**src/hdl/frte_pkg.sv**
```systemverilog
// Shared types, codes and helpers for the fixed record table engine.
package frte_pkg;

    // Fixed field widths of the item interfaces
    localparam int DATA_W    = 64;
    localparam int KIND_W    = 2;
    localparam int SIZE_W    = 4;
    localparam int POS_W     = 6;
    localparam int STATUS_W  = 3;
    localparam int COUNT_W   = 7;
    localparam int S_TDATA_W = 80;
    localparam int M_TDATA_W = 80;

    // Request kinds
    localparam logic [KIND_W-1:0] KIND_APPEND = 2'd0;
    localparam logic [KIND_W-1:0] KIND_GET    = 2'd1;
    localparam logic [KIND_W-1:0] KIND_FIND   = 2'd2;
    localparam logic [KIND_W-1:0] KIND_DELETE = 2'd3;

    // Result status codes
    localparam logic [STATUS_W-1:0] STAT_OK       = 3'd0;
    localparam logic [STATUS_W-1:0] STAT_SIZE     = 3'd1;
    localparam logic [STATUS_W-1:0] STAT_RANGE    = 3'd2;
    localparam logic [STATUS_W-1:0] STAT_NOTFOUND = 3'd3;
    localparam logic [STATUS_W-1:0] STAT_FULL     = 3'd4;

    // Controller states
    typedef enum logic [5:0] {
        S_IDLE  = 6'b000001,
        S_START = 6'b000010,
        S_GETW  = 6'b000100,
        S_FIND  = 6'b001000,
        S_SHIFT = 6'b010000,
        S_REPLY = 6'b100000
    } frte_state_t;

    // Read address selection for the record memory
    typedef enum logic [2:0] {
        RD_NONE = 3'd0,
        RD_POS  = 3'd1,
        RD_POS1 = 3'd2,
        RD_ZERO = 3'd3,
        RD_NEXT = 3'd4
    } frte_rd_sel_t;

    // Commands from controller to datapath
    typedef struct packed {
        logic                req_load;
        logic                append_commit;
        logic                status_load;
        logic [STATUS_W-1:0] status_code;
        frte_rd_sel_t        rd_sel;
        logic                shift_write;
        logic                count_dec;
        logic                get_capture;
        logic                found_capture;
        logic                out_load;
    } frte_cmd_t;

    // Status from datapath to controller
    typedef struct packed {
        logic [KIND_W-1:0] kind;
        logic              size_bad;
        logic              size_mismatch;
        logic              full;
        logic              pos_bad;
        logic              del_last;
        logic              count_zero;
        logic              key_match;
        logic              scan_last;
        logic              out_free;
    } frte_sts_t;

    // Mask that keeps the low nbytes bytes of a record
    function automatic logic [DATA_W-1:0] byte_mask(input logic [SIZE_W-1:0] nbytes);
        logic [DATA_W-1:0] m;
        m = '0;
        for (int b = 0; b < 8; b++) begin
            m[8*b +: 8] = (4'(b) < nbytes) ? 8'hFF : 8'h00;
        end
        return m;
    endfunction

endpackage

```
**src/hdl/frte_ctrl.sv**
```systemverilog
// Request sequencer of the fixed record table engine.
module frte_ctrl (
    input  logic                clk,
    input  logic                rst_n,
    input  logic                s_tvalid,
    output logic                s_tready,
    input  frte_pkg::frte_sts_t sts,
    output frte_pkg::frte_cmd_t cmd
);
    import frte_pkg::*;

    frte_state_t state_reg;
    frte_state_t state_next;

    // State register
    always_ff @(posedge clk or negedge rst_n)
    begin
        if (!rst_n)
        begin
            state_reg <= S_IDLE;
        end
        else
        begin
            state_reg <= state_next;
        end
    end

    assign s_tready = (state_reg == S_IDLE);

    // Next state and commands
    always_comb
    begin
        state_next = state_reg;
        cmd        = '0;
        cmd.rd_sel = RD_NONE;
        unique case (state_reg)
            S_IDLE:
            begin
                if (s_tvalid)
                begin
                    cmd.req_load = 1'b1;
                    state_next   = S_START;
                end
            end
            S_START:
            begin
                state_next = S_REPLY;
                unique case (sts.kind)
                    KIND_APPEND:
                    begin
                        if (sts.size_bad || sts.size_mismatch)
                        begin
                            cmd.status_load = 1'b1;
                            cmd.status_code = STAT_SIZE;
                        end
                        else if (sts.full)
                        begin
                            cmd.status_load = 1'b1;
                            cmd.status_code = STAT_FULL;
                        end
                        else
                        begin
                            cmd.append_commit = 1'b1;
                        end
                    end
                    KIND_GET:
                    begin
                        if (sts.pos_bad)
                        begin
                            cmd.status_load = 1'b1;
                            cmd.status_code = STAT_RANGE;
                        end
                        else
                        begin
                            cmd.rd_sel = RD_POS;
                            state_next = S_GETW;
                        end
                    end
                    KIND_FIND:
                    begin
                        if (sts.count_zero)
                        begin
                            cmd.status_load = 1'b1;
                            cmd.status_code = STAT_NOTFOUND;
                        end
                        else
                        begin
                            cmd.rd_sel = RD_ZERO;
                            state_next = S_FIND;
                        end
                    end
                    KIND_DELETE:
                    begin
                        if (sts.pos_bad)
                        begin
                            cmd.status_load = 1'b1;
                            cmd.status_code = STAT_RANGE;
                        end
                        else if (sts.del_last)
                        begin
                            cmd.count_dec = 1'b1;
                        end
                        else
                        begin
                            cmd.rd_sel = RD_POS1;
                            state_next = S_SHIFT;
                        end
                    end
                    default:
                    begin
                        state_next = S_REPLY;
                    end
                endcase
            end
            S_GETW:
            begin
                cmd.get_capture = 1'b1;
                state_next      = S_REPLY;
            end
            S_FIND:
            begin
                // Compare one stored record per cycle, stop at the first hit
                if (sts.key_match)
                begin
                    cmd.found_capture = 1'b1;
                    state_next        = S_REPLY;
                end
                else if (sts.scan_last)
                begin
                    cmd.status_load = 1'b1;
                    cmd.status_code = STAT_NOTFOUND;
                    state_next      = S_REPLY;
                end
                else
                begin
                    cmd.rd_sel = RD_NEXT;
                end
            end
            S_SHIFT:
            begin
                // Move one record down per cycle
                cmd.shift_write = 1'b1;
                if (sts.scan_last)
                begin
                    cmd.count_dec = 1'b1;
                    state_next    = S_REPLY;
                end
                else
                begin
                    cmd.rd_sel = RD_NEXT;
                end
            end
            S_REPLY:
            begin
                if (sts.out_free)
                begin
                    cmd.out_load = 1'b1;
                    state_next   = S_IDLE;
                end
            end
            default:
            begin
                state_next = S_IDLE;
            end
        endcase
    end

endmodule

```
**config.mk**
```make
export PLATFORM = sky130hd
export DESIGN_NAME = frte_ctrl
export DESIGN_NICKNAME = d
export VERILOG_FILES = /design/src/hdl/frte_pkg.sv /design/src/hdl/frte_ctrl.sv
export SDC_FILE = /design/constraint.sdc
export NUM_CORES = 1
export LEC_CHECK = 0
export BUFFER_PORTS_ARGS = -buffer_cell sky130_fd_sc_hd__buf_2
export CAP_MARGIN = 15
export CORE_MARGIN = 1.5
export CORE_UTILIZATION = 38
export CTS_CLUSTER_DIAMETER = 200
export DETAILED_ROUTE_END_ITERATION = 7
export GPL_ROUTABILITY_DRIVEN = 0
export PLACE_DENSITY = 0.72
export SLEW_MARGIN = 40
export SYNTH_ARGS = -nofsm -noshare
export SYNTH_HDL_FRONTEND = slang
export SYNTH_SLANG_ARGS = --single-unit
```
**constraint.sdc**
```tcl
create_clock -name clk -period 2 [get_ports clk]
set_clock_uncertainty 0.1 [all_clocks]
set_input_delay 0.2 -clock clk [delete_from_list [all_inputs] [get_ports clk]]
set_output_delay 0.2 -clock clk [all_outputs]
set_load 0.03 [all_outputs]
```
Yosys cells after proc, flatten, opt, wreduce, memory -nomap -nowiden

Cells that the tools add are included.

Register bits after elaboration: 6
Bits of input ports: 14
Output and inout port bits: 15
Word-level logic and storage cells: 58

Equality and inequality tests: 11
Mux-type cells: 42
Reduce and logical (&&, ||, !) cells: 4

Operators by type and width:

| kind               | number |
|---|---|
| $mux 6             | 8 |
| $pmux 6 s6         | 1 |
| $mux 4             | 5 |
| $pmux 3 s3         | 2 |
| $pmux 6 s3         | 1 |
| $mux 1             | 17 |
| $pmux 4 s3         | 1 |
| $pmux 4 s2         | 1 |
| $mux 7             | 1 |
| $eq 6x1->1 const B | 1 |
| $eq 6x2->1 const B | 1 |
| $eq 6x3->1 const B | 1 |
| $eq 6x4->1 const B | 1 |
| $eq 6x5->1 const B | 1 |
| $eq 6x6->1 const B | 1 |
| $mux 2             | 3 |
| $eq 2x2->1 const B | 2 |
| $ne 2x2->1 const B | 2 |
| $mux 3             | 1 |
| $eq 2x1->1 const B | 1 |
| $logic_not 2->1    | 1 |
| $pmux 1 s2         | 1 |
| $reduce_and 2->1   | 1 |
| $reduce_or 2->1    | 1 |
| $logic_or 1x1->1   | 1 |

Longest topological paths before layout

Gate-level depths: netlist of run 1.

Depth in word-level cells: 4
Depth in mapped cells: 5
Gate-level depth less buffers: 5

Worst setup path after synthesis of run 1

OpenSTA, ideal clock, no wires.

Kind: register to output
Start: reg state_reg[2]
End: out cmd[13] (netlist bit)
Arrival time: 2302 ps
Data required time: 1700 ps
Setup slack: -602 ps
Cell stages (with the launch flop): 4
Path buffers: 0
Path through: dfrtp_1 or4_4 nor3b_1 and2_1

RTL lines:

| element                | RTL line        | text |
|---|---|---|
| from (decl)            | frte_ctrl.sv:12 | `frte_state_t state_reg;` |
| from (signal assigned) | frte_ctrl.sv:24 | `state_reg <= state_next;` |
| to (decl)              | frte_ctrl.sv:8  | `output frte_pkg::frte_cmd_t cmd` |

==> metrics.txt, run 1 <==
number of warnings issued by yosys=0; Num CTS Buffers=3; area leader, netlist=dfrtp_1; clock insertion delay at the later pin of the skew report=roughly 0.26 ns; die outline area=roughly 1600 µm²; # rows=13; capturing element type of the critical path=output pin; fmax=410 MHz; DRC Markers=0; I/O Pins=29; RSZ-0062 raised after global routing=yes; Largest delay share family, worst path=simple AND/OR/NAND/NOR gates; Hold Crit Class=input pin to flip-flop; PwrDens=826 nW/µm²; nets@finish=141; effective utilization at floorplan=~40%; maximum level of the CTS H-tree=1; max-capacitance violation count=0; outcome=complete, but fails checks; DR vias=795; number of buffers added on ports=28; largest net degree at the start of global routing=11; synthesized instance count=70; Detailed Place HPWL=1470 µm; fraction of post-synthesis cell area in the top cell type by area=a little under a quarter; leakage component of the power=0.584 nW; share of the cycle needed by the critical path after routing=122%; Syn-to-layout area delta=128%; Fin. Hold Viols=0; count of endpoints failing setup in the final report=19; actual transition at the worst max-transition pin=roughly 0.54 ns; share of layout cells above drive strength 1=between 60 and 70%; number of global-route vias before repair=789; Worst Setup Path Type=flip-flop to output pin; length of the first detailed-routing pass in iterations=4; Root Buffer Master=clkbuf_4; sort of element at the start of the critical path=flip-flop; via density per instance=between 5 and 6; Max VDD drop=0.000580 V; total detailed-routing wirelength=between 2000 and 3000 µm; Worst-path clk slew=~0.050 ns; Worst Path Required=1.70 ns; maximum fanout count along the critical path=5; Synth Net Count=84; initial antenna violation count=0; drt wl/cell=18.5 µm; ordered list of cells on the worst path=or4_4 > or3b_4 > o41ai_4 > buf_4; tightest slew margin relative to the limit=63.6%; register area share after synthesis=28.3%; # clock sinks=6; final sum of negative setup slack=-4.90 ns; ANT cells=0; Placeable Area=1300 µm²; most area-consuming cells after synthesis=dfrtp_1, nand2_1, nand2b_1; 1st-iter DRT viols=16; max-slew violation count=0; number of distinct standard cells referenced by the synthesized netlist=31; flip-flop count of the largest register after layout=6; Avg Inst Size Synth=7.65 µm²; post-synthesis cell area=536 µm²; total overflow reported by the global router=0; die span in y=just over 40 µm; minimum setup slack in the final design=-0.437 ns; buffering stage count on the worst path with inverters included=1; min Tclk post-route=approximately 2.4 ns; Total Routing Usage GR=around a third; Slowest-stage cell, CP=or4_4; violated checks=setup timing; CTS tree=done; number of buffers on the longest clock path=2; floorplan die width=40.5 µm; worst slack at placement=-0.233 ns; number of synthesized register bits=6; Antenna Nets Post-Route=0; wire length of the first global-routing pass=3450 µm; critical path's largest stage delay=around 0.55 ns; arrival time worst endpoint=2.14 ns
per-layer routing:
layer / global-route usage (%) / routed length [µm] / vias to the layer above
met5: 0 / 0 / -
met4: 21.7 / 65 / 0
met3: 6.67 / 86 / 8
met2: 53.2 / 1290 / 30
met1: 38.3 / 1170 / 392
li1: - / - / 365
final cells by class:
type	instances	area, µm²
clock buffer	4	26.3
fill	36	78.8
inverter	3	13.8
multi-input combinational	59	563
sequential	6	151
tap	15	18.8
timing repair buffer	54	449
synthesized netlist by cell type:
cell type and n:
and2_1 2, or4_4 1, o21bai_1 1, dfrtp_1 5
nand2_1 9, o32ai_1 2, o41ai_1 1, or4_1 1
buf_2 1, o41ai_2 1, a211o_1 1, nor2b_1 3
inv_2 1, or4b_2 1, o22a_1 1, and3_1 1
inv_1 2, nor2_1 7, or3b_2 1, nor3_1 3
nand2b_1 5, nor3b_1 4, dfstp_2 1, or3b_1 2
clkbuf_1 1, nand3_1 1, or2_2 2, o21ai_0 2
o31ai_1 1, a21oi_1 4, nor4_1 2
worst register-to-register path: cells and delay by family (launching register included):
| family | cells | cell delay [ns] |
|---|---|---|
| AOI/OAI and AO/OA | 2 | 0.21 |
| buffers and inverters | 2 | 0.27 |
| DFF | 1 | 0.40 |
| and+or+nand+nor | 2 | 1.02 |
power breakdown:
group / internal, mW / switching, mW
Sequential: 0.154 / 0.0285
Clock: 0.0760 / 0.0503
Combinational: 0.362 / 0.338
Total: 0.592 / 0.417
path summary, 6_finish.rpt:
path	slack [ns]	startpoint	depth (start not counted)	end
setup / recovery	-0.44	state_reg[2]	4	cmd[8]
hold / removal	0.11	s_tvalid	2	state_reg[1]
setup reg to reg	-0.08	state_reg[2]	6	state_reg[5]
hold reg to reg	0.65	state_reg[4]	3	state_reg[4]
max in group asynchronous	1.28	rst_n	2	state_reg[0]
min in group asynchronous	0.28	rst_n	2	state_reg[2]
metrics by stage:
stage          power, mW  area (µm²)  utilization (%)  hold slack (ns)  std cells
2_1_floorplan      0.441         634                -           -0.196         70
3_3_place_gp       0.610         906             69.6          -0.0784        128
3_5_place_dp       0.624         906             69.6          -0.0770        128
4_1_cts            0.937        1140             87.8           0.0830        138
5_1_grt             1.05        1220             93.9            0.123        141
6_report            1.01        1220             93.9            0.109        141
cell usage in the layout (no fill, tap or decap), types with 2 or more instances in the layout:
master / instances
a21oi_1: 2
a21oi_4: 2
and2_1: 2
buf_2: 14
buf_4: 21
buf_6: 17
clkbuf_4: 3
dfrtp_1: 5
inv_1: 2
nand2_1: 6
nand2_4: 3
nand2b_1: 5
nor2_1: 3
nor2_4: 3
nor2b_1: 3
nor3_4: 2
nor3b_4: 2
nor4_1: 2
o21ai_4: 2
or3b_4: 2
or4_4: 2
cells by family (layout without fill, tap and decap cells):
kind of cell           count (synthesis)  count (layout)  share of synthesized area (%)
and+or+nand+nor                       45              45                           48.4
DFF                                    6               6                           28.3
buffers and inverters                  5              61                           3.74
AOI/OAI and AO/OA                     14              14                           19.6
what timing repair did:
| item | CTS | global route |
|---|---|---|
| gates resized for setup | 44 | 12 |
| hold buffers | 1 | 0 |
| buffers inserted | 5 | 4 |
| setup endpoints to repair | 16 | 20 |
| pin swaps | 4 | 5 |
| hold endpoints to repair | 6 | 0 |
Power figures use the tool's default switching activity.
==> inputs of run 2 (changes only) <==
--- a/config.mk
+++ b/config.mk
@@ -17,3 +17,4 @@
 export SYNTH_ARGS = -nofsm -noshare
 export SYNTH_HDL_FRONTEND = slang
 export SYNTH_SLANG_ARGS = --single-unit
+export TNS_END_PERCENT = 5
==> metrics.txt, run 2 (synthesis gave the netlist of run 1 again) <==
DR vias=688; floorplan die width=40.5 µm; Num CTS Buffers=3; Placeable Area=1300 µm²; most used cells in the layout excluding fill and tap cells=buf_4, buf_2, buf_6; Root Buffer Master=clkbuf_4; critical path's largest stage delay=0.54 ns; drt wl/cell=between 10 and 15 µm; share of the cycle needed by the critical path after routing=119%; flip-flop count of the largest register after layout=6; clock insertion delay at the later pin of the skew report=~0.24 ns; WP depth=4; die span in y=40.5 µm; fmax=419 MHz; wire length of the first global-routing pass=2700 µm; count of endpoints failing setup in the final report=13; effective utilization at floorplan=between 40% and 50%; number of global-route vias before repair=just over 600; PwrDens=797 nW/µm²; Hold Crit Class=input pin to flip-flop; Total Routing Usage GR=24.8%; # clock sinks=6; Slowest-stage cell, CP=or4_4; total overflow reported by the global router=0; minimum setup slack in the final design=-0.388 ns; DRC Markers=0; Worst Path Required=1.70 ns; I/O Pins=29; violated checks=setup timing; Max VDD drop=0.000850 V; Fin Hold WS=about 0.096 ns; outcome=complete, but fails checks; max-slew violation count=0; largest net degree at the start of global routing=11; # rows=13; arrival time worst endpoint=about 2.1 ns; setup fix buffers added after clock tree synthesis=0; maximum level of the CTS H-tree=1; fillcell total=100; Worst-path clk slew=0.05 ns; share of layout cells above drive strength 1=57.0%; commonest non-fill, non-tap cell in the layout=buf_4; buffering stage count on the worst path with inverters included=1; Antenna Nets Post-Route=0; multi-input gate area in the final layout=458 µm²; cell depth of the worst flop-to-flop path=6; total detailed-routing wirelength=roughly 1800 µm; capturing element type of the critical path=output pin; leakage component of the power=0.469 nW; number of buffers added on ports=28; ordered list of cells on the worst path=or4_4 > or3b_4 > o41ai_4 > buf_4; post-route non-filler standard cell count=roughly 130; Syn-to-layout area delta=82.2%; initial antenna violation count=0; via density per instance=5.33; Worst Setup Path Type=flip-flop to output pin; CTS tree=done; Detailed Place HPWL=1340 µm; max-capacitance violation count=0; Largest delay share family, worst path=simple AND/OR/NAND/NOR gates; length of the first detailed-routing pass in iterations=4; number of buffers on the longest clock path=2; RSZ-0062 raised after global routing=yes; nets@finish=129; number of placed cells counting well taps=125; maximum fanout count along the critical path=7; actual transition at the worst max-transition pin=between 0.5 and 0.6 ns; die outline area=1640 µm²; Fin. Hold Viols=0; 1st-iter DRT viols=19; min Tclk post-route=2.39 ns; sort of element at the start of the critical path=flip-flop; sequential standard cell area=151 µm²; WHS Path Cells=2; ANT cells=0; tightest slew margin relative to the limit=65.9%
[run 2: changes by cell type in the layout (fill, tap and decap cells not counted), moves of 2 or more]
cell     previous run  this run
buf_6              17         8
buf_4              21        18
nand2_4             3         0
nor2_1              3         6
nor2_4              3         0
a21oi_4             2         0
nand2_2             0         2
nor3_4              2         0
o21ai_4             2         0
[run 2: layer usage]
metal | up-vias | track usage, % | part of all wire (%)
met4 | 0 | 2.50 | 1.0
met2 | 24 | 41.3 | 50
met5 | - | 0 | 0
li1 | 346 | - | -
met1 | 316 | 33.8 | 44
met3 | 2 | 5.00 | 4.3
[run 2: layout make-up]
class / instances / share of cell area (%)
Tap cell: 15 / 1.92
Inverter: 3 / 1.15
Multi-Input combinational cell: 59 / 46.9
Clock buffer: 4 / 2.69
Timing Repair Buffer: 42 / 31.8
Sequential cell: 6 / 15.5
[run 2: per-stage QoR]
step           setup TNS, ns  utilization [%]  setup WS (ns)  instance area (µm²)  total power [mW]
5_1_grt                -4.16             75.0         -0.422                  976             0.821
4_1_cts                -3.32             74.5         -0.417                  970             0.775
3_5_place_dp           -1.51             64.7         -0.223                  842             0.578
6_report               -3.36             75.0         -0.388                  976             0.778
3_3_place_gp           -1.25             64.7         -0.188                  842             0.571
2_1_floorplan          -1.36                -         -0.205                  589             0.427
[run 2: what timing repair did]
action,CTS,global route
setup endpoints to repair,15,15
resized for setup,28,4
pin swaps,5,1
hold buffers,1,0
endpoints found under the hold margin,6,0
[run 2: final timing paths]
path                                      to         start  slack, ns
worst max-delay path                  cmd[8]  state_reg[2]      -0.39
worst min-delay path            state_reg[1]      s_tvalid        0.1
worst max register to register  state_reg[3]  state_reg[2]       0.02
worst min register to register  state_reg[3]  state_reg[3]       0.60
max in group asynchronous       state_reg[0]         rst_n       1.37
min in group asynchronous       state_reg[1]         rst_n       0.21
[run 2: power by group]
group | switching (mW) | total (mW) | internal, mW
clock | 0.0427 | 0.118 | 0.0755
sequential | 0.0288 | 0.184 | 0.155
combinational | 0.246 | 0.476 | 0.230
